## src/design/dmdsc_pkg.sv

```systemverilog
// ----------------------------------------------------------------------------
// dmdsc_pkg
// Shared constants, types and codes of the direct-mapped distinct-source cache.
// ----------------------------------------------------------------------------
package dmdsc_pkg;

  localparam int SLOT_COUNT      = 8192;
  localparam int GROUPS_PER_SLOT = 6;
  localparam int KEY_BYTES       = 16;

  localparam int SLOT_BITS  = $clog2(SLOT_COUNT);
  localparam int CNT_W      = $clog2(GROUPS_PER_SLOT + 1);
  localparam int LEN_W      = 5;
  localparam int WORD_W     = 64;
  localparam int TAG_W      = 4 * WORD_W;
  localparam int DIST_W     = 3;
  localparam int QUEUE_DEPTH = 2;
  localparam int QPTR_W     = $clog2(QUEUE_DEPTH);
  localparam int QCNT_W     = $clog2(QUEUE_DEPTH + 1);

  typedef enum logic {
    OP_NOTE  = 1'b0,
    OP_QUERY = 1'b1
  } op_t;

  typedef enum logic {
    ACT_NOTE  = 1'b0,
    ACT_QUERY = 1'b1
  } act_t;

  typedef struct packed {
    logic [LEN_W-1:0]  len;
    logic [WORD_W-1:0] key_low;
    logic [WORD_W-1:0] key_high;
  } entry_t;

  typedef entry_t [GROUPS_PER_SLOT-1:0] entry_row_t;

  typedef struct packed {
    logic             valid;
    logic [TAG_W-1:0] tag;
    logic [CNT_W-1:0] count;
  } slot_t;

  typedef struct packed {
    act_t                 act;
    logic [SLOT_BITS-1:0] idx;
    logic [TAG_W-1:0]     tag;
    entry_t               entry;
  } item_t;

  typedef struct packed {
    logic clearing;
  } back_status_t;

endpackage

```

## src/design/dmdsc_req_if.sv

```systemverilog
// ----------------------------------------------------------------------------
// dmdsc_req_if
// Request channel: one note or query operation per transfer.
// ----------------------------------------------------------------------------
interface dmdsc_req_if;
  logic        valid;
  logic        ready;
  logic        opcode;
  logic [63:0] hash_word0;
  logic [63:0] hash_word1;
  logic [63:0] hash_word2;
  logic [63:0] hash_word3;
  logic [63:0] group_low;
  logic [63:0] group_high;
  logic [4:0]  group_length;

  modport source (
    output valid, opcode, hash_word0, hash_word1, hash_word2, hash_word3,
           group_low, group_high, group_length,
    input  ready
  );

  modport sink (
    input  valid, opcode, hash_word0, hash_word1, hash_word2, hash_word3,
           group_low, group_high, group_length,
    output ready
  );
endinterface

```

## src/design/dmdsc_front.sv

```systemverilog
// ----------------------------------------------------------------------------
// dmdsc_front
// Accepts requests, derives slot index, clips length, masks key bytes and
// turns a zero-length note into a plain lookup.
// ----------------------------------------------------------------------------
module dmdsc_front (
  dmdsc_req_if.sink              req,
  input  dmdsc_pkg::back_status_t status,
  input  logic                   q_full,
  output logic                   q_push,
  output dmdsc_pkg::item_t       q_item
);
  import dmdsc_pkg::*;

  logic [LEN_W-1:0]  len_c;
  logic [WORD_W-1:0] key_low;
  logic [WORD_W-1:0] key_high;

  assign req.ready = !q_full && !status.clearing;
  assign q_push    = req.valid && req.ready;

  always_comb begin
    len_c = (req.group_length > LEN_W'(KEY_BYTES)) ? LEN_W'(KEY_BYTES) : req.group_length;
    for (int b = 0; b < 8; b++) begin
      key_low[8*b +: 8]  = (len_c > LEN_W'(b))     ? req.group_low[8*b +: 8]  : 8'h00;
      key_high[8*b +: 8] = (len_c > LEN_W'(b + 8)) ? req.group_high[8*b +: 8] : 8'h00;
    end
  end

  always_comb begin
    q_item.act = (op_t'(req.opcode) == OP_NOTE && len_c != '0) ? ACT_NOTE : ACT_QUERY;
    q_item.idx = req.hash_word0[SLOT_BITS-1:0];
    q_item.tag = {req.hash_word3, req.hash_word2, req.hash_word1, req.hash_word0};
    q_item.entry.len      = len_c;
    q_item.entry.key_low  = key_low;
    q_item.entry.key_high = key_high;
  end

endmodule

```

## src/flat_wrapper.sv

```systemverilog
// flat-port wrapper written by rule: the top's interface ports become plain ports
module dmdsc_front_flat import dmdsc_pkg::*;
  (status, q_full, q_push, q_item, req_valid, req_opcode, req_hash_word0, req_hash_word1, req_hash_word2, req_hash_word3, req_group_low, req_group_high, req_group_length, req_ready);
  dmdsc_req_if req_i ();
  input  dmdsc_pkg::back_status_t status;
  input  logic q_full;
  output logic q_push;
  output dmdsc_pkg::item_t q_item;
  input wire logic [$bits(req_i.valid)-1:0] req_valid;
  input wire logic [$bits(req_i.opcode)-1:0] req_opcode;
  input wire logic [$bits(req_i.hash_word0)-1:0] req_hash_word0;
  input wire logic [$bits(req_i.hash_word1)-1:0] req_hash_word1;
  input wire logic [$bits(req_i.hash_word2)-1:0] req_hash_word2;
  input wire logic [$bits(req_i.hash_word3)-1:0] req_hash_word3;
  input wire logic [$bits(req_i.group_low)-1:0] req_group_low;
  input wire logic [$bits(req_i.group_high)-1:0] req_group_high;
  input wire logic [$bits(req_i.group_length)-1:0] req_group_length;
  output wire logic [$bits(req_i.ready)-1:0] req_ready;
  assign req_i.valid = req_valid;
  assign req_i.opcode = req_opcode;
  assign req_i.hash_word0 = req_hash_word0;
  assign req_i.hash_word1 = req_hash_word1;
  assign req_i.hash_word2 = req_hash_word2;
  assign req_i.hash_word3 = req_hash_word3;
  assign req_i.group_low = req_group_low;
  assign req_i.group_high = req_group_high;
  assign req_i.group_length = req_group_length;
  assign req_ready = req_i.ready;
  dmdsc_front u_core (.req(req_i), .status(status), .q_full(q_full), .q_push(q_push), .q_item(q_item));
endmodule
```

## config.mk

```make
export PLATFORM = sky130hd
export DESIGN_NAME = dmdsc_front_flat
export DESIGN_NICKNAME = d
export VERILOG_FILES = /design/src/design/dmdsc_pkg.sv /design/src/design/dmdsc_req_if.sv /design/src/design/dmdsc_front.sv /design/src/flat_wrapper.sv
export SDC_FILE = /design/constraint.sdc
export NUM_CORES = 1
export LEC_CHECK = 0
export BUFFER_PORTS_ARGS = -buffer_cell sky130_fd_sc_hd__buf_2
export CORE_AREA = 5 5 305 307
export DETAILED_ROUTE_END_ITERATION = 8
export DIE_AREA = 0 0 310 312
export PLACE_DENSITY = 0.3
export SYNTH_ARGS = -nofsm -noshare
export SYNTH_HDL_FRONTEND = slang
export SYNTH_SLANG_ARGS = --single-unit
```

## constraint.sdc

```tcl
create_clock -name vclk -period 1.5
set_clock_uncertainty 0.2 [all_clocks]
set_input_delay 0.075 -clock vclk [all_inputs]
set_output_delay 0.075 -clock vclk [all_outputs]
set_load 0.05 [all_outputs]
```

# --- Yosys cells after proc, flatten, opt, wreduce, memory -nomap -nowiden ---
# Cells that the tools add are included.
word_totals:
  register_bits: 0
  latchBits: 0
  ram_bits: 0
  rom_bits: 0
  inputBits: 393
  out_inout_bits: 405
  word_cells: 42
  mem_count: 0
classes:
  add_sub_neg: 0
  multipliers: 0
  n_div: 0
  n_lt_le_gt_ge: 17
  eq_ne: 0
  shifts: 0
  muxes: 18
  n_bitwise: 1
  reduce_logical: 6
op_table:
  columns: ["op", "n"]
  rows:
  - ["8-bit two-way mux", 16]
  - ["5-bit by 4-bit > comparator with 1-bit output (second input constant)", 8]
  - ["5-bit by 3-bit > comparator with 1-bit output (second input constant)", 4]
  - ["5-bit by 1-bit > comparator with 1-bit output (second input constant)", 2]
  - ["5-bit by 2-bit > comparator with 1-bit output (second input constant)", 2]
  - ["5-bit > comparator (second input constant)", 1]
  - ["5-bit two-way mux", 1]
  - ["5-bit nonzero test", 1]
  - ["1-bit logical AND", 3]
  - ["1-bit zero test", 2]
  - ["1-bit two-way mux", 1]
  - ["1-bit NOT", 1]

# --- Logic depth before layout (Yosys ltp) ---
depth:
  depth_word: 5
  mapped_depth: 3
  depth_no_buf: 2

# --- Worst setup path before layout ---
# Ideal clock, no wire load.
synth_timing:
  path_kind: "in2out"
  startpoint: "input port req_group_length[2]"
  endpoint: "output port q_item[10] (netlist name)"
  arrival_time_ns: 1.625
  t_required_ns: 1.225
  setup_slack_ns: -0.400
  cell_stages: 3
  path_buffers: 1
  path_cell_list: "buf_2 -> o21ai_0 -> a21boi_0"
synth_rtl:
  columns: ["item", "line_no", "text"]
  rows:
  - ["from (decl)", "flat_wrapper.sv:17", "input wire logic [$bits(req_i.group_length)-1:0] req_group_length;"]
  - ["to (decl)", "flat_wrapper.sv:8", "output dmdsc_pkg::item_t q_item;"]

# --- Worst setup path in the final report ---
layout_timing:
  startpoint: "input port req_hash_word0[4]"
  endpoint: "output port q_item[137] (netlist name)"
layout_rtl:
  columns: ["item", "line_no", "text"]
  rows:
  - ["from (decl)", "flat_wrapper.sv:11", "input wire logic [$bits(req_i.hash_word0)-1:0] req_hash_word0;"]
# No word-level cell between the ends.

==> flow_summary.ini <==
[run_status]
status = finished, violations left
failed_checks = negative hold slack, negative setup slack

[power_and_ir_drop]
p_comb_share_pct = 100.0
switching_share_pct = 69.6
leakage_nw = 3.11
seq_power_share_pct = 0
p_int_mw = 1.19
vdd_drop_max_v = 0.000175
clockPowerShare_pct = 0
switchingPower_mw = 2.71
power.density_mw_per_mm2 = 510

[final_layout]
final_util_pct = 8.52
nNetsFinal = 1109
area_delta_synth_final_pct = 144
seq_cells = 0
drive_above_1_share_pct = 53.5
final_cell_count_no_fill = 1900
clockBufferCount = 0
register_area_um2 = 0

[setup_path]
worstPathRequired_ns = 1.22
endpoint = q_item[137]
path_cells = dlygate4sd3_1
cp.arrival_ns = 1.28
cp-startpoint = req_hash_word0[4]
cp-end-kind = output port
slowest_delay_ns = 1.20
cp.depth = 1
crit_family = buffers and inverters
path_buf_inv = 1
cp_max_fo = 2
crit_path_start_kind = input pin
crit_type = in2out
slowest_stage = dlygate4sd3_1

[logic_synthesis]
syn_nets = 825
syn_inst = 432
synth_top_area_share_pct = 64.4
syn_area_mm2 = 0.00314
yosysSeqAreaShare_pct = 0
avgSynthCellArea_um2 = 7.26
synthTopCellsByArea = buf_4 64%, nor2b_1 9.0%, a21boi_0 7.7%
synth.most_common_cell = buf_4
synth_top_area_cell = buf_4
synth_cell_types = 27
yosysWarnings = 0
synth_commonest_cells = 269 x buf_4, 45 x nor2b_1, 32 x a21boi_0

[timing]
fin_ws_ns = -0.0502
rsz0062_at_grt = yes
setup_viol = 2
slew_headroom_pct = 33.1
max_freq_mhz = 645
hold_violations = 24
period_share_pct = 103
fin_crit_ns = 1.55
worst_pin_slew_ns = 1.00
maxSlewViolCount = 0
holdWs_ns = -0.0498

[floorplanning]
die_w_um = 310
pin_count = 798
die_height_um = 312
die_area_mm2 = 0.0967
start_util_pct = 3.49
num_rows = 110
core-area_mm2 = 0.0897

[global_routing]
overflow = 0
track_usage_pct = 4.80
grt_busiest_layer = met2
use_met2_pct = 10.6
grt_util_met1_pct = 3.57
met3_usage_pct = 1.33
grt_pass1_wl_um = 33300
grt_pass1_vias = 4429
antenna_found_initial = 18
grt_max_degree = 25

[detailed_routing]
vias = 3820
drc_errors = 0
drtIter0Drc = 74
routed_wl_um = 27900
ant_nets = 0
vias_per_cell = 2.01
first_pass_iters = 4
wl_per_cell_um = 14.7

[placement]
dp_cells = 1635
gp_congestion = 0.656
place_hpwl_um = 21500
portBuffers = 273

[hold_path]
holdCritPathClass = in2out

[flow_run]
cap_violations = 0
## layout by cell type (no fill, tap or decap), types with 9 or more instances in the layout
master,instances
a21boi_1,9
dlygate4sd3_1,244
nor2b_2,13
buf_8,11
buf_12,19
a21boi_2,20
buf_2,201
and2b_1,14
buf_4,51
diode_2,10
buf_6,32
and2_1,17
nor2b_1,32
## stage by stage
| step | TNS [ns] | power [mW] | hold slack, ns | instance area (um2) | worst slack (ns) |
|---|---|---|---|---|---|
| floorplan | -2.47 | 3.05 | 0.0439 | 3230 | -0.200 |
| global placement | -21.05 | 1.83 | -0.0497 | 4490 | -0.413 |
| detailed placement | -20.28 | 1.82 | -0.0497 | 4490 | -0.398 |
| CTS | -0.202 | 3.83 | -0.0495 | 7330 | -0.0274 |
| global route | -0.914 | 4.02 | -0.0497 | 7630 | -0.0694 |
| finish | -0.100 | 3.90 | -0.0498 | 7640 | -0.0502 |
## how the worst min path moves through the flow
stage                       startpoint          end  slack [ns]  cells after the start
finish              req_hash_word0[10]  q_item[399]       -0.05                      0
global route         req_hash_word0[5]  q_item[138]       -0.05                      0
CTS                 req_hash_word0[10]  q_item[399]       -0.05                      0
detailed placement  req_hash_word0[22]  q_item[155]       -0.05                      0
global placement    req_hash_word0[22]  q_item[155]       -0.05                      0
floorplan                       q_full    req_ready        0.04                      1
## routing by layer
metal / wire, um / up-vias
met5: 13 / -
met4: 1510 / 2
met3: 3000 / 67
met2: 16100 / 466
met1: 7290 / 1614
li1: - / 1671
## power groups by stage
stage,Combinational [mW],Sequential [mW],Clock (mW)
2_1_floorplan,3.05,0,0
3_3_place_gp,1.83,0,0
3_5_place_dp,1.82,0,0
4_1_cts,3.83,0,0
5_1_grt,4.02,0,0.000000446
6_report,3.90,0,0.000000834
## cell families after synthesis
logic type,Yosys count,share of synthesized area [%]
AOI/OAI and AO/OA,43,10.8
buffers and inverters,282,66.4
and+or+nand+nor,107,22.8
## repair_timing
action	CTS	global route
gates cloned	1	2
hold endpoints to repair	269	26
setup buffers	4	6
resized for setup	106	78
pin swaps	13	3
hold buffers	243	1
endpoints found under the setup margin	118	65
## layout make-up
| type | instances | area [um2] |
|---|---|---|
| Timing Repair Buffer | 562 | 4850 |
| Tap cell | 1176 | 1470 |
| Inverter | 2 | 7.51 |
| Multi-Input combinational cell | 150 | 1290 |
| Antenna cell | 10 | 25.0 |
| Fill cell | 10460 | 82100 |
(Power assumes the default switching activity.)
