==> src/design/dmdsc_pkg.sv <==
// ----------------------------------------------------------------------------
// dmdsc_pkg
// Shared constants, types and codes of the direct-mapped distinct-source cache.
// ----------------------------------------------------------------------------
package dmdsc_pkg;

  localparam int SLOT_COUNT      = 8192;
  localparam int GROUPS_PER_SLOT = 6;
  localparam int KEY_BYTES       = 16;

  localparam int SLOT_BITS  = $clog2(SLOT_COUNT);
  localparam int CNT_W      = $clog2(GROUPS_PER_SLOT + 1);
  localparam int LEN_W      = 5;
  localparam int WORD_W     = 64;
  localparam int TAG_W      = 4 * WORD_W;
  localparam int DIST_W     = 3;
  localparam int QUEUE_DEPTH = 2;
  localparam int QPTR_W     = $clog2(QUEUE_DEPTH);
  localparam int QCNT_W     = $clog2(QUEUE_DEPTH + 1);

  typedef enum logic {
    OP_NOTE  = 1'b0,
    OP_QUERY = 1'b1
  } op_t;

  typedef enum logic {
    ACT_NOTE  = 1'b0,
    ACT_QUERY = 1'b1
  } act_t;

  typedef struct packed {
    logic [LEN_W-1:0]  len;
    logic [WORD_W-1:0] key_low;
    logic [WORD_W-1:0] key_high;
  } entry_t;

  typedef entry_t [GROUPS_PER_SLOT-1:0] entry_row_t;

  typedef struct packed {
    logic             valid;
    logic [TAG_W-1:0] tag;
    logic [CNT_W-1:0] count;
  } slot_t;

  typedef struct packed {
    act_t                 act;
    logic [SLOT_BITS-1:0] idx;
    logic [TAG_W-1:0]     tag;
    entry_t               entry;
  } item_t;

  typedef struct packed {
    logic clearing;
  } back_status_t;

endpackage

==> src/design/dmdsc_queue.sv <==
// ----------------------------------------------------------------------------
// dmdsc_queue
// Short FIFO of classified operations between front and back.
// ----------------------------------------------------------------------------
module dmdsc_queue (
  input  logic             clk,
  input  logic             rst,
  input  logic             push,
  input  dmdsc_pkg::item_t push_item,
  input  logic             pop,
  output dmdsc_pkg::item_t head,
  output logic             empty,
  output logic             full
);
  import dmdsc_pkg::*;

  item_t             store [QUEUE_DEPTH];
  logic [QPTR_W-1:0] wr_ptr;
  logic [QPTR_W-1:0] rd_ptr;
  logic [QCNT_W-1:0] count;

  assign empty = (count == '0);
  assign full  = (count == QCNT_W'(QUEUE_DEPTH));
  assign head  = store[rd_ptr];

  always_ff @(posedge clk) begin
    if (push) begin
      store[wr_ptr] <= push_item;
    end
  end

  always_ff @(posedge clk) begin
    if (rst) begin
      wr_ptr <= '0;
      rd_ptr <= '0;
      count  <= '0;
    end else begin
      if (push) begin
        wr_ptr <= (wr_ptr == QPTR_W'(QUEUE_DEPTH - 1)) ? '0 : wr_ptr + 1'b1;
      end
      if (pop) begin
        rd_ptr <= (rd_ptr == QPTR_W'(QUEUE_DEPTH - 1)) ? '0 : rd_ptr + 1'b1;
      end
      if (push && !pop) begin
        count <= count + 1'b1;
      end else if (pop && !push) begin
        count <= count - 1'b1;
      end
    end
  end

endmodule

==> config.mk <==
export PLATFORM = sky130hd
export DESIGN_NAME = dmdsc_queue
export DESIGN_NICKNAME = d
export VERILOG_FILES = /design/src/design/dmdsc_pkg.sv /design/src/design/dmdsc_queue.sv
export SDC_FILE = /design/constraint.sdc
export NUM_CORES = 1
export LEC_CHECK = 0
export BUFFER_PORTS_ARGS = -buffer_cell sky130_fd_sc_hd__buf_2
export CORE_AREA = 2 2 319 321
export CTS_CLUSTER_SIZE = 14
export DETAILED_ROUTE_END_ITERATION = 8
export DIE_AREA = 0 0 321 323
export PLACE_DENSITY = 0.61
export SLEW_MARGIN = 20
export SYNTH_ARGS = -nofsm -noshare
export SYNTH_HDL_FRONTEND = slang
export SYNTH_SLANG_ARGS = --single-unit
==> constraint.sdc <==
create_clock -name clk -period 24.2 [get_ports clk]
set_input_delay 2.42 -clock clk [delete_from_list [all_inputs] [get_ports clk]]
set_output_delay 2.42 -clock clk [all_outputs]
set_load 0.05 [all_outputs]
* Word-level counts from Yosys, hierarchy flattened *
Memories as Yosys holds them, arrays and structs flattened. A register that Yosys moved wholly into a read port is not among the register bits.
Cells that the tools add are included.

cells by class
  add/subtract/negate cells = 4
  equality and inequality tests = 1
  multiplexer cells = 8
  reduce and logical (&&, ||, !) cells = 6

operators by type and width
  cell                                              number
  two-way mux 1 bit                                 6
  two-way mux 2 bit                                 2
  adder 1 bit, second input constant                2
  adder 2 x 1 -> 2 bit, second input constant       1
  == test 2 bit, second input constant              1
  logical AND 1 bit                                 2
  logical NOT 1 bit                                 2
  logical NOT 2 bit                                 1
  nonzero test 2 bit                                1
  subtractor 2 x 1 -> 2 bit, second input constant  1

word-level totals
  word-level logic and storage cells = 23
  memories = 1
  memory bits (writable) = 806
  output and inout port bits = 405
  register bits after elaboration = 4

memory list
  name   words  bits a word  rd ports  clocked after Yosys merged registers in  write ports  RTL line           RTL
  store  2      403          1         1                                        1            dmdsc_queue.sv:17  item_t store [QUEUE_DEPTH];

* Depth between registers and ports, before layout *
Gate-level depths: netlist of the first run.

  word-level depth = 4
  mapped depth = 5
  depth with buffers taken out = 5

* Least setup slack after synthesis of the first run *
No wires, ideal clock.

  kind = input to register
  from = input port push
  to = memory store[0][0] in the netlist's numbering (enable)
  stages = 1
  arrival time = 19715 ps
  buffers on the path = 0
  data required time = 22974 ps
  slack = 3260 ps
  path through = nor2b_1

between the ends
  longest elaborated chain between the ends = 2

RTL lines
  what                                     RTL line           RTL
  from (decl)                              dmdsc_queue.sv:8   input logic push,
  two-way mux 1 bit                        dmdsc_queue.sv:27  if (push) begin
  two-way mux 1 bit (not written as such)  dmdsc_queue.sv:28  store[wr_ptr] <= push_item;
  to (decl)                                dmdsc_queue.sv:17

Every way passes these cells.

==> results of run 1 <==
## routing by layer
layer | vias to the layer above | share of wire, % | track usage, %
met1 | 7514 | 37 | 14.2
li1 | 6871 | - | -
met2 | 666 | 49 | 21.7
met3 | 137 | 11 | 5.74
met4 | 16 | 2.8 | 5.35
met5 | - | 0.14 | 0
## cells in the mapped netlist
master / instances
a21oi_1: 1
inv_1: 1
buf_2: 3
dfxtp_1: 5
nor2b_1: 2
or3_1: 1
o21ai_0: 1
ha_1: 1
mux2_4: 370
nor2_1: 5
buf_6: 29
mux2_2: 33
and2_1: 1
buf_8: 11
buf_12: 2
xnor2_1: 2
edfxtp_1: 806
xor2_1: 2
## flip-flops by register name, indices dropped and copies added (netlist names), named ones only
signal	count
wr_ptr	1
rd_ptr	1
count	2
store	806
## worst min-delay path by stage
stage	to	start	cells past startpoint
floorplan	count[1]$_SDFFE_PP0P_	count[1]$_SDFFE_PP0P_	2
global placement	count[1]$_SDFFE_PP0P_	count[1]$_SDFFE_PP0P_	2
detailed placement	count[1]$_SDFFE_PP0P_	count[1]$_SDFFE_PP0P_	2
CTS	count[1]$_SDFFE_PP0P_	count[1]$_SDFFE_PP0P_	2
global route	count[1]$_SDFFE_PP0P_	count[1]$_SDFFE_PP0P_	2
finish	count[1]$_SDFFE_PP0P_	count[1]$_SDFFE_PP0P_	2
## metrics by stage
step | total power, mW | worst slack (ns) | cell area, µm² | util (%)
6_report | 3.59 | 17.03 | 39000 | 38.8
5_1_grt | 3.72 | 16.69 | 39000 | 38.7
4_1_cts | 3.64 | 16.79 | 39000 | 38.7
3_5_place_dp | 2.32 | 17.54 | 36200 | 35.9
3_3_place_gp | 2.31 | 17.66 | 36200 | 35.9
2_1_floorplan | 2.22 | 3.26 | 30900 | -
## power groups by stage
| stage | Combinational [mW] | Sequential (mW) | Clock [mW] |
|---|---|---|---|
| 6_report | 0.620 | 1.67 | 1.30 |
| 5_1_grt | 0.649 | 1.67 | 1.40 |
| 4_1_cts | 0.629 | 1.67 | 1.34 |
| 3_5_place_dp | 0.627 | 1.70 | 0 |
| 3_3_place_gp | 0.620 | 1.69 | 0 |
| 2_1_floorplan | 0.486 | 1.73 | 0 |
## logic make-up after synthesis
family | after synthesis | synth area share, %
simple gates | 9 | 0.142
xor+xnor | 4 | 0.113
compound gates | 2 | 0.0324
flops | 811 | 78.7
mux | 403 | 19.2
buf+inv | 46 | 1.78
fa+ha+maj | 1 | 0.0405
## area by class of cell
type,instances,area [µm²],area share [%]
timing repair buffer,823,4210,10.8
clock inverter,51,518,1.33
clock buffer,106,2290,5.87
antenna,12,30.0,0.0769
sequential,811,24300,62.3
inverter,1,3.75,0.00962
tap,1309,1640,4.20
multi-input combinational,419,6040,15.5
## worst min-delay path: stages, from the launching register on
cell	delay, ns
dfxtp_1	0.32
o21ai_0	0.08
a21oi_1	0.07
==> reports/qor.txt, run 1 <==
Status -> finished clean
Final Setup Violations -> 0
Io pins -> 812
Sequential share of power -> 46.5%
CP delay by family, top -> buffers and inverters
DR iter-0 viols -> 1007
CP endpoint -> head[154]
Layout filler cell count -> 9201
Placed Cells -> 3363
CP cell instances -> buf_4, buf_4, buf_4, mux2_4, buf_2
Clock skew -> 0.0173 ns
Core Footprint -> 0.101 mm²
Via/cell ratio -> 4.30
Final Critical Period -> 7.17 ns
First-pass GRT wire length -> 99400 µm
Post-cts resize count -> 0
CP max-delay cell -> buf_4
Area growth syn-to-layout -> 26.4%
Fin. Hold Viols -> 0
Hold Path Class -> reg -> reg
Net Sw Frac -> 27.8%
Commonest non-fill, non-tap cell in the layout -> buf_2
Synthesized flop and latch total -> 811
Worst Path Buf+Inv -> 4
# DRC -> 0
# Post-CTS Setup Buffers -> 0
Synth unique cells -> 18
Clock share of power -> 36.2%
Synth Net Count -> 1684
Reg2reg end -> store[1][324]$_DFFE_PP_
Remaining antenna violation count -> 0
Routed wire per std cell -> 20.0 µm
Startpoint types -> flop
Hold_ws -> 0.521 ns
R2r startpoint -> wr_ptr$_SDFFE_PP0P_
Part of the cycle the worst path needs -> 29.6%
Commonest cells after routing, fill and taps aside -> buf_2, edfxtp_1, mux2_4
Placer's final routability congestion estimate -> 0.774
Leakage -> 15.2 nW
Setup CP Type -> reg -> out
Int Power -> 2.59 mW
Nets -> 2552
Post-DP HPWL -> 49400 µm
Via count -> 15200
Hold_buf cts -> 0
CTS sink cnt -> 811
Largest net degree at the start of global routing -> 167
Top cell type's share of synthesized area -> 78.4%
R2r worst-path depth -> 3
Vias in the first global route -> 15800
R2r setup slk -> 20.55 ns
Dominant cells by area after synthesis -> edfxtp_1, mux2_4, mux2_2, buf_6, buf_8
Worst EP required -> 21.78 ns
CTS tree -> done
Total track usage -> 12.9%
Count of input and output buffers -> 811
Post-Syn Instances -> 1276
Slew at the pin with the worst max-slew slack -> 1.31 ns
Clk slew on worst S/H paths -> 0.06 ns
CP peak stage delay -> 0.92 ns
Post-synthesis sequential area ratio -> 78.7%
Crit path depth -> 5
Crit path max fanout -> 57
Max Freq -> 139 MHz
Power Dens Cells -> 91.9 mW/mm²
Mapped Area -> 0.0309 mm²
Layout Cells excl Fill -> 3532
RSZ-0062 raised after global routing -> no
Row count -> 117
Fin. max-slew vios -> 0
Max-Cap Viols -> 0
Psw -> 0.995 mW
Setup TNS -> 0 ns
Most used cell, CP -> buf_4
Slew headroom -> 12.8%
DRT Pass-1 Iters -> 4
Root Driver -> clkbuf_16
Grt total ovfl -> 0
Share of cells above drive strength 1 -> 61.2%
Die H -> 323 µm
Die W -> 321 µm
TritonCTS Buffers -> 88
CTS H-tree depth -> 3
Worst ir drop on vdd -> 78.4 µV
Ys Warns -> 0
DRT Wirelength -> 70500 µm
Clock Path Buffers -> 3
Initial antenna violation count -> 35
Starting density of the core -> 30.7%
Die area -> 0.104 mm²
Critical Path AT -> 4.75 ns
Clk Latency, worst-skew pair -> 0.64 ns
Avg Inst Size Synth -> 24.2 µm²
Leading area contributor after synthesis -> edfxtp_1
Critical path capture point type -> primary output
Gate power share -> 17.3%
No activity file was read; power rests on OpenSTA's default activity.
==> inputs of run 2 (changes only) <==
- PLACE_DENSITY: 0.61 -> 0.63
- clock period: 24.2 -> 6.4 ns (I/O delays scaled with it)
==> run 2 against run 1 <==
Cell count increased by 0.57%. Via count increased by 0.75%. Combinational power rose to 3.8 times the previous value. Critical path type unchanged.
==> reports/qor.txt, run 2 (synthesis results as in run 1) <==
Status -> finished clean (unchanged)
Die H -> 323 µm (unchanged)
Area growth syn-to-layout -> 26.7% (was 26.4%)
First-pass GRT wire length -> 102000 µm (was 99400 µm)
Hold Path Class -> in -> reg (was reg -> reg)
Via count -> 15300 (was 15200)
Busiest grt layer -> met2 (unchanged)
CP peak stage delay -> 0.93 ns (was 0.92 ns)
Count of input and output buffers -> 811 (unchanged)
Placer's final routability congestion estimate -> 0.798 (was 0.774)
CTS H-tree depth -> 3 (unchanged)
Critical Path AT -> 3.06 ns (was 4.75 ns)
Commonest cells after routing, fill and taps aside -> buf_2, edfxtp_1, mux2_4 (unchanged)
TritonCTS Buffers -> 85 (was 88)
Slew at the pin with the worst max-slew slack -> 1.11 ns (was 1.31 ns)
Met3 Track Usage GR -> 5.30% (was 5.74%)
Clock skew -> 0.0197 ns (was 0.0173 ns)
Top Registers -> store x806, count x2 (unchanged)
Critical path capture point type -> primary output (unchanged)
CTS tree -> done (unchanged)
Routed wire per std cell -> 20.4 µm (was 20.0 µm)
Via/cell ratio -> 4.31 (was 4.30)
CP max-delay cell -> dfxtp_4 (was buf_4)
Die W -> 321 µm (unchanged)
Commonest non-fill, non-tap cell in the layout -> buf_2 (unchanged)
Core Footprint -> 0.101 mm² (unchanged)
DRT Pass-1 Iters -> 4 (unchanged)
Initial antenna violation count -> 34 (was 35)
Worst Path Buf+Inv -> 2 (was 4)
Io pins -> 812 (unchanged)
Worst ir drop on vdd -> 280 µV (was 78.4 µV)
Fin. max-slew vios -> 0 (unchanged)
Crit path max fanout -> 114 (was 57)
Root Driver -> clkbuf_16 (unchanged)
Power Dens Cells -> 345 mW/mm² (was 91.9 mW/mm²)
CTS sink cnt -> 811 (unchanged)
Post-cts resize count -> 0 (unchanged)
Nets -> 2567 (was 2552)
Fin. Hold Viols -> 0 (unchanged)
Largest register FFs -> 806 (unchanged)
Die area -> 0.104 mm² (unchanged)
Clock Path Buffers -> 3 (unchanged)
DR iter-0 viols -> 949 (was 1007)
DRT Wirelength -> 72400 µm (was 70500 µm)
Post-DP HPWL -> 51700 µm (was 49400 µm)
RSZ-0062 raised after global routing -> no (unchanged)
Part of the cycle the worst path needs -> 57.8%
Pwr Total -> 13.5 mW (was 3.59 mW)
Clk slew on worst S/H paths -> 0.06 ns (about the same)
M1 GR Usage -> 14.1% (was 14.2%)
Slew headroom -> 26.2% (was 12.8%)
CP cell instances -> buf_12, mux2_4, buf_2 (was buf_4, buf_4, buf_4, mux2_4, buf_2)
GRT met2 Usage -> 22.6% (was 21.7%)
Max-Cap Viols -> 0 (unchanged)
# Post-CTS Setup Buffers -> 0 (unchanged)
Worst EP required -> 5.76 ns (was 21.78 ns)
Final Critical Period -> 3.70 ns
Fin area -> 0.0391 mm² (was 0.0390 mm²)
Row count -> 117 (unchanged)
Dpl cell area -> 0.0364 mm² (was 0.0362 mm²)
Fin util -> 38.9% (was 38.8%)
Leakage -> 15.3 nW (was 15.2 nW)
Hold_buf cts -> 0 (unchanged)
Max Freq -> 271 MHz
Largest net degree at the start of global routing -> 149 (was 167)
Hold_ws -> 0.168 ns (was 0.521 ns)
Starting density of the core -> 30.7% (unchanged)
Setup CP Type -> reg -> out (unchanged)
CP delay by family, top -> flip-flops (was buffers and inverters)
Remaining antenna violation count -> 0 (unchanged)
Vias in the first global route -> 16300 (was 15800)
Most flops, register -> store (unchanged)
Final Setup Violations -> 0 (unchanged)
Share of cells above drive strength 1 -> 61.4% (was 61.2%)
Clk Latency, worst-skew pair -> 0.66 ns (was 0.64 ns)
Total track usage -> 13.2% (was 12.9%)
Grt total ovfl -> 0 (unchanged)
Startpoint types -> flop (unchanged)
Layout filler cell count -> 9218 (was 9201)
# DRC -> 0 (unchanged)
[run 2: power by group]
part           internal, mW  switching, mW  total [mW]
clock                  2.80           2.02        4.82
combinational         0.748           1.61        2.35
sequential             6.21          0.103        6.31
total                  9.76           3.73        13.5
[run 2: final timing paths]
kind / cells after the start / startpoint / slack [ns] / endpoint
max: 3 / flop / 2.70 / head[207]
max reg2reg: 2 / wr_ptr$_SDFFE_PP0P_ / 3.92 / store[1][190]$_DFFE_PP_
min: 1 / push_item[401] / 0.17 / store[0][401]$_DFFE_PP_
min reg2reg: 2 / count[1]$_SDFFE_PP0P_ / 0.51 / count[1]$_SDFFE_PP0P_
[run 2: metrics by stage]
stage	instances	TNS (ns)	worst slack, ns
after global routing	3551	0	2.57
after CTS	3538	0	2.62
after detailed placement	3381	0	3.38
after global placement	3381	0	3.39
after floorplan	1276	-279.64	-0.694
final	3552	0	2.70
[run 2: final cells by class]
type / instances / area, µm² / area share [%]
Sequential cell: 811 / 24300 / 62.1
Antenna cell: 14 / 35.0 / 0.0895
Inverter: 1 / 3.75 / 0.00959
Multi-Input combinational cell: 419 / 6040 / 15.4
Tap cell: 1309 / 1640 / 4.18
Timing Repair Buffer: 841 / 4370 / 11.2
Clock buffer: 107 / 2250 / 5.75
Clock inverter: 50 / 492 / 1.26
[run 2: layer usage]
metal,share of wire (%),wire [µm],up-vias
li1,-,-,6902
met1,36,26300,7573
met2,50,36400,672
met3,9.4,6830,151
met4,3.8,2720,20
met5,0.16,115,-
==> inputs of run 3 (changes only) <==
- PLACE_DENSITY: 0.63 -> 0.61
- clock period: 6.4 -> 3.9 ns (I/O delays scaled with it)
==> run 3 against run 2 <==
First-iteration DRC count shrank 8.6%. Wire length increased by 4.6%. Sequential share of layout area fell by 6.0 points. Non-clock buffer count grew 418. Cell area increased by 11%. Combinational power up 83%. Critical path type unchanged.
==> reports/qor.txt, run 3 (synthesis results as in run 1) <==
Fin. max-slew vios -> 0 (unchanged)
Largest net degree at the start of global routing -> 96 (was 149)
Area growth syn-to-layout -> 40.3% (was 26.7%)
Share of cells above drive strength 1 -> 52.0% (was 61.4%)
Root Driver -> clkbuf_16 (unchanged)
Final Setup Violations -> 0 (unchanged)
Clk Latency, worst-skew pair -> 0.63 ns (was 0.66 ns)
Setup CP Type -> reg -> out (unchanged)
TritonCTS Buffers -> 84 (was 85)
Worst EP required -> 3.51 ns (was 5.76 ns)
Layout filler cell count -> 8695 (was 9218)
# DRC -> 0 (unchanged)
Worst ir drop on vdd -> 379 µV (was 280 µV)
Grt total ovfl -> 0 (unchanged)
Row count -> 117 (unchanged)
Status -> finished clean (unchanged)
Hold_ws -> 0.475 ns (was 0.168 ns)
Hold Path Class -> in -> reg (unchanged)
Slew headroom -> 53.4% (was 26.2%)
Core Footprint -> 0.101 mm² (unchanged)
Vias in the first global route -> 18200 (was 16300)
Crit path max fanout -> 25 (was 114)
Startpoint types -> flop (unchanged)
Io pins -> 812 (unchanged)
Final Critical Period -> 2.98 ns
Via/cell ratio -> 4.27 (was 4.31)
CTS H-tree depth -> 3 (unchanged)
Commonest non-fill, non-tap cell in the layout -> buf_2 (unchanged)
Largest register FFs -> 806 (unchanged)
Remaining antenna violation count -> 0 (unchanged)
First-pass GRT wire length -> 108000 µm (was 102000 µm)
CTS tree -> done (unchanged)
Post-DP HPWL -> 51100 µm (was 51700 µm)
Max-Cap Viols -> 0 (unchanged)
Post-cts resize count -> 0 (unchanged)
Die area -> 0.104 mm² (unchanged)
Clk slew on worst S/H paths -> 0.06 ns (about the same)
Power Dens Cells -> 516 mW/mm² (was 345 mW/mm²)
Part of the cycle the worst path needs -> 76.4%
RSZ-0062 raised after global routing -> no (unchanged)
Nets -> 2984 (was 2567)
Top Registers -> store x806, count x2 (unchanged)
Fin util -> 43.0% (was 38.9%)
Via count -> 16900 (was 15300)
Die W -> 321 µm (unchanged)
Routed wire per std cell -> 19.2 µm (was 20.4 µm)
Setup TNS -> 0 ns (unchanged)
Multi-input logic area -> 0.00604 mm² (unchanged)
Total track usage -> 13.8% (was 13.2%)
DRT Pass-1 Iters -> 5 (was 4)
Starting density of the core -> 30.7% (unchanged)
Critical Path AT -> 2.59 ns (was 3.06 ns)
Initial antenna violation count -> 13 (was 34)
Clock skew -> 0.0183 ns (was 0.0197 ns)
Fin. Hold Viols -> 0 (unchanged)
Slew at the pin with the worst max-slew slack -> 0.698 ns (was 1.11 ns)
Most flops, register -> store (unchanged)
Placer's final routability congestion estimate -> 0.798 (about the same)
DR iter-0 viols -> 867 (was 949)
Register area -> 0.0243 mm² (unchanged)
DRT Wirelength -> 75700 µm (was 72400 µm)
Hold_buf cts -> 407 (was 0)
Leakage -> 17.0 nW (was 15.3 nW)
Max Freq -> 336 MHz
Die H -> 323 µm (unchanged)
Commonest cells after routing, fill and taps aside -> buf_2, edfxtp_1, dlygate4sd3_1 (was buf_2, edfxtp_1, mux2_4)
Count of input and output buffers -> 811 (unchanged)
Clock Path Buffers -> 3 (unchanged)
Critical path capture point type -> primary output (unchanged)
CTS sink cnt -> 811 (unchanged)
# Post-CTS Setup Buffers -> 0 (unchanged)
[run 3: cell types whose count changed in the layout (fill, tap and decap cells not counted), moves of 3 or more]
cell,delta
clkinvlp_4,+3
dlygate4sd3_1,+407
clkbuf_1,-3
diode_2,-8
clkinv_2,-5
buf_12,+11
inv_16,-3
[run 3: worst paths after layout]
| path | from | to | slack, ns | cells after the start |
|---|---|---|---|---|
| min | push_item[173] | store[0][173]$_DFFE_PP_ | 0.47 | 2 |
| max | flop | head[5] | 0.92 | 4 |
| max reg2reg | wr_ptr$_SDFFE_PP0P_ | store[1][203]$_DFFE_PP_ | 1.93 | 2 |
| min reg2reg | count[1]$_SDFFE_PP0P_ | count[1]$_SDFFE_PP0P_ | 0.54 | 2 |
[run 3: per-stage QoR]
step / power (mW) / instances / setup slack, ns / area (µm²)
after floorplan: 13.6 / 1276 / -2.94 / 30900
after global placement: 14.4 / 3392 / 1.58 / 36600
after detailed placement: 14.5 / 3392 / 1.52 / 36600
after CTS: 22.6 / 3947 / 0.771 / 43300
after global routing: 23.2 / 3953 / 0.748 / 43300
final: 22.4 / 3953 / 0.921 / 43300
[run 3: layout make-up]
type                            count  area share [%]
Antenna cell                        6          0.0347
Multi-Input combinational cell    419            13.9
Inverter                            1         0.00866
Timing Repair Buffer             1259            20.0
Clock inverter                     46            1.02
Tap cell                         1309            3.78
Clock buffer                      102            5.11
Sequential cell                   811            56.1
[run 3: power breakdown]
part	switching, mW	leakage [nW]	total [mW]	internal, mW
registers	0.145	7.61	10.3	10.2
logic	2.78	8.12	4.30	1.52
clock network	3.24	1.28	7.74	4.50
total	6.17	17.0	22.4	16.2
[run 3: worst max-delay path: stages (launching register included)]
cell	delay [ns]
dfxtp_4	0.65
buf_12	0.28
buf_4	0.34
mux2_2	0.38
buf_2	0.21
[run 3: layer usage]
layer | routed length (µm) | track usage [%]
met5 | 70 | 0
met4 | 2060 | 5.21
met3 | 6870 | 5.30
met2 | 38100 | 24.3
met1 | 28600 | 15.0
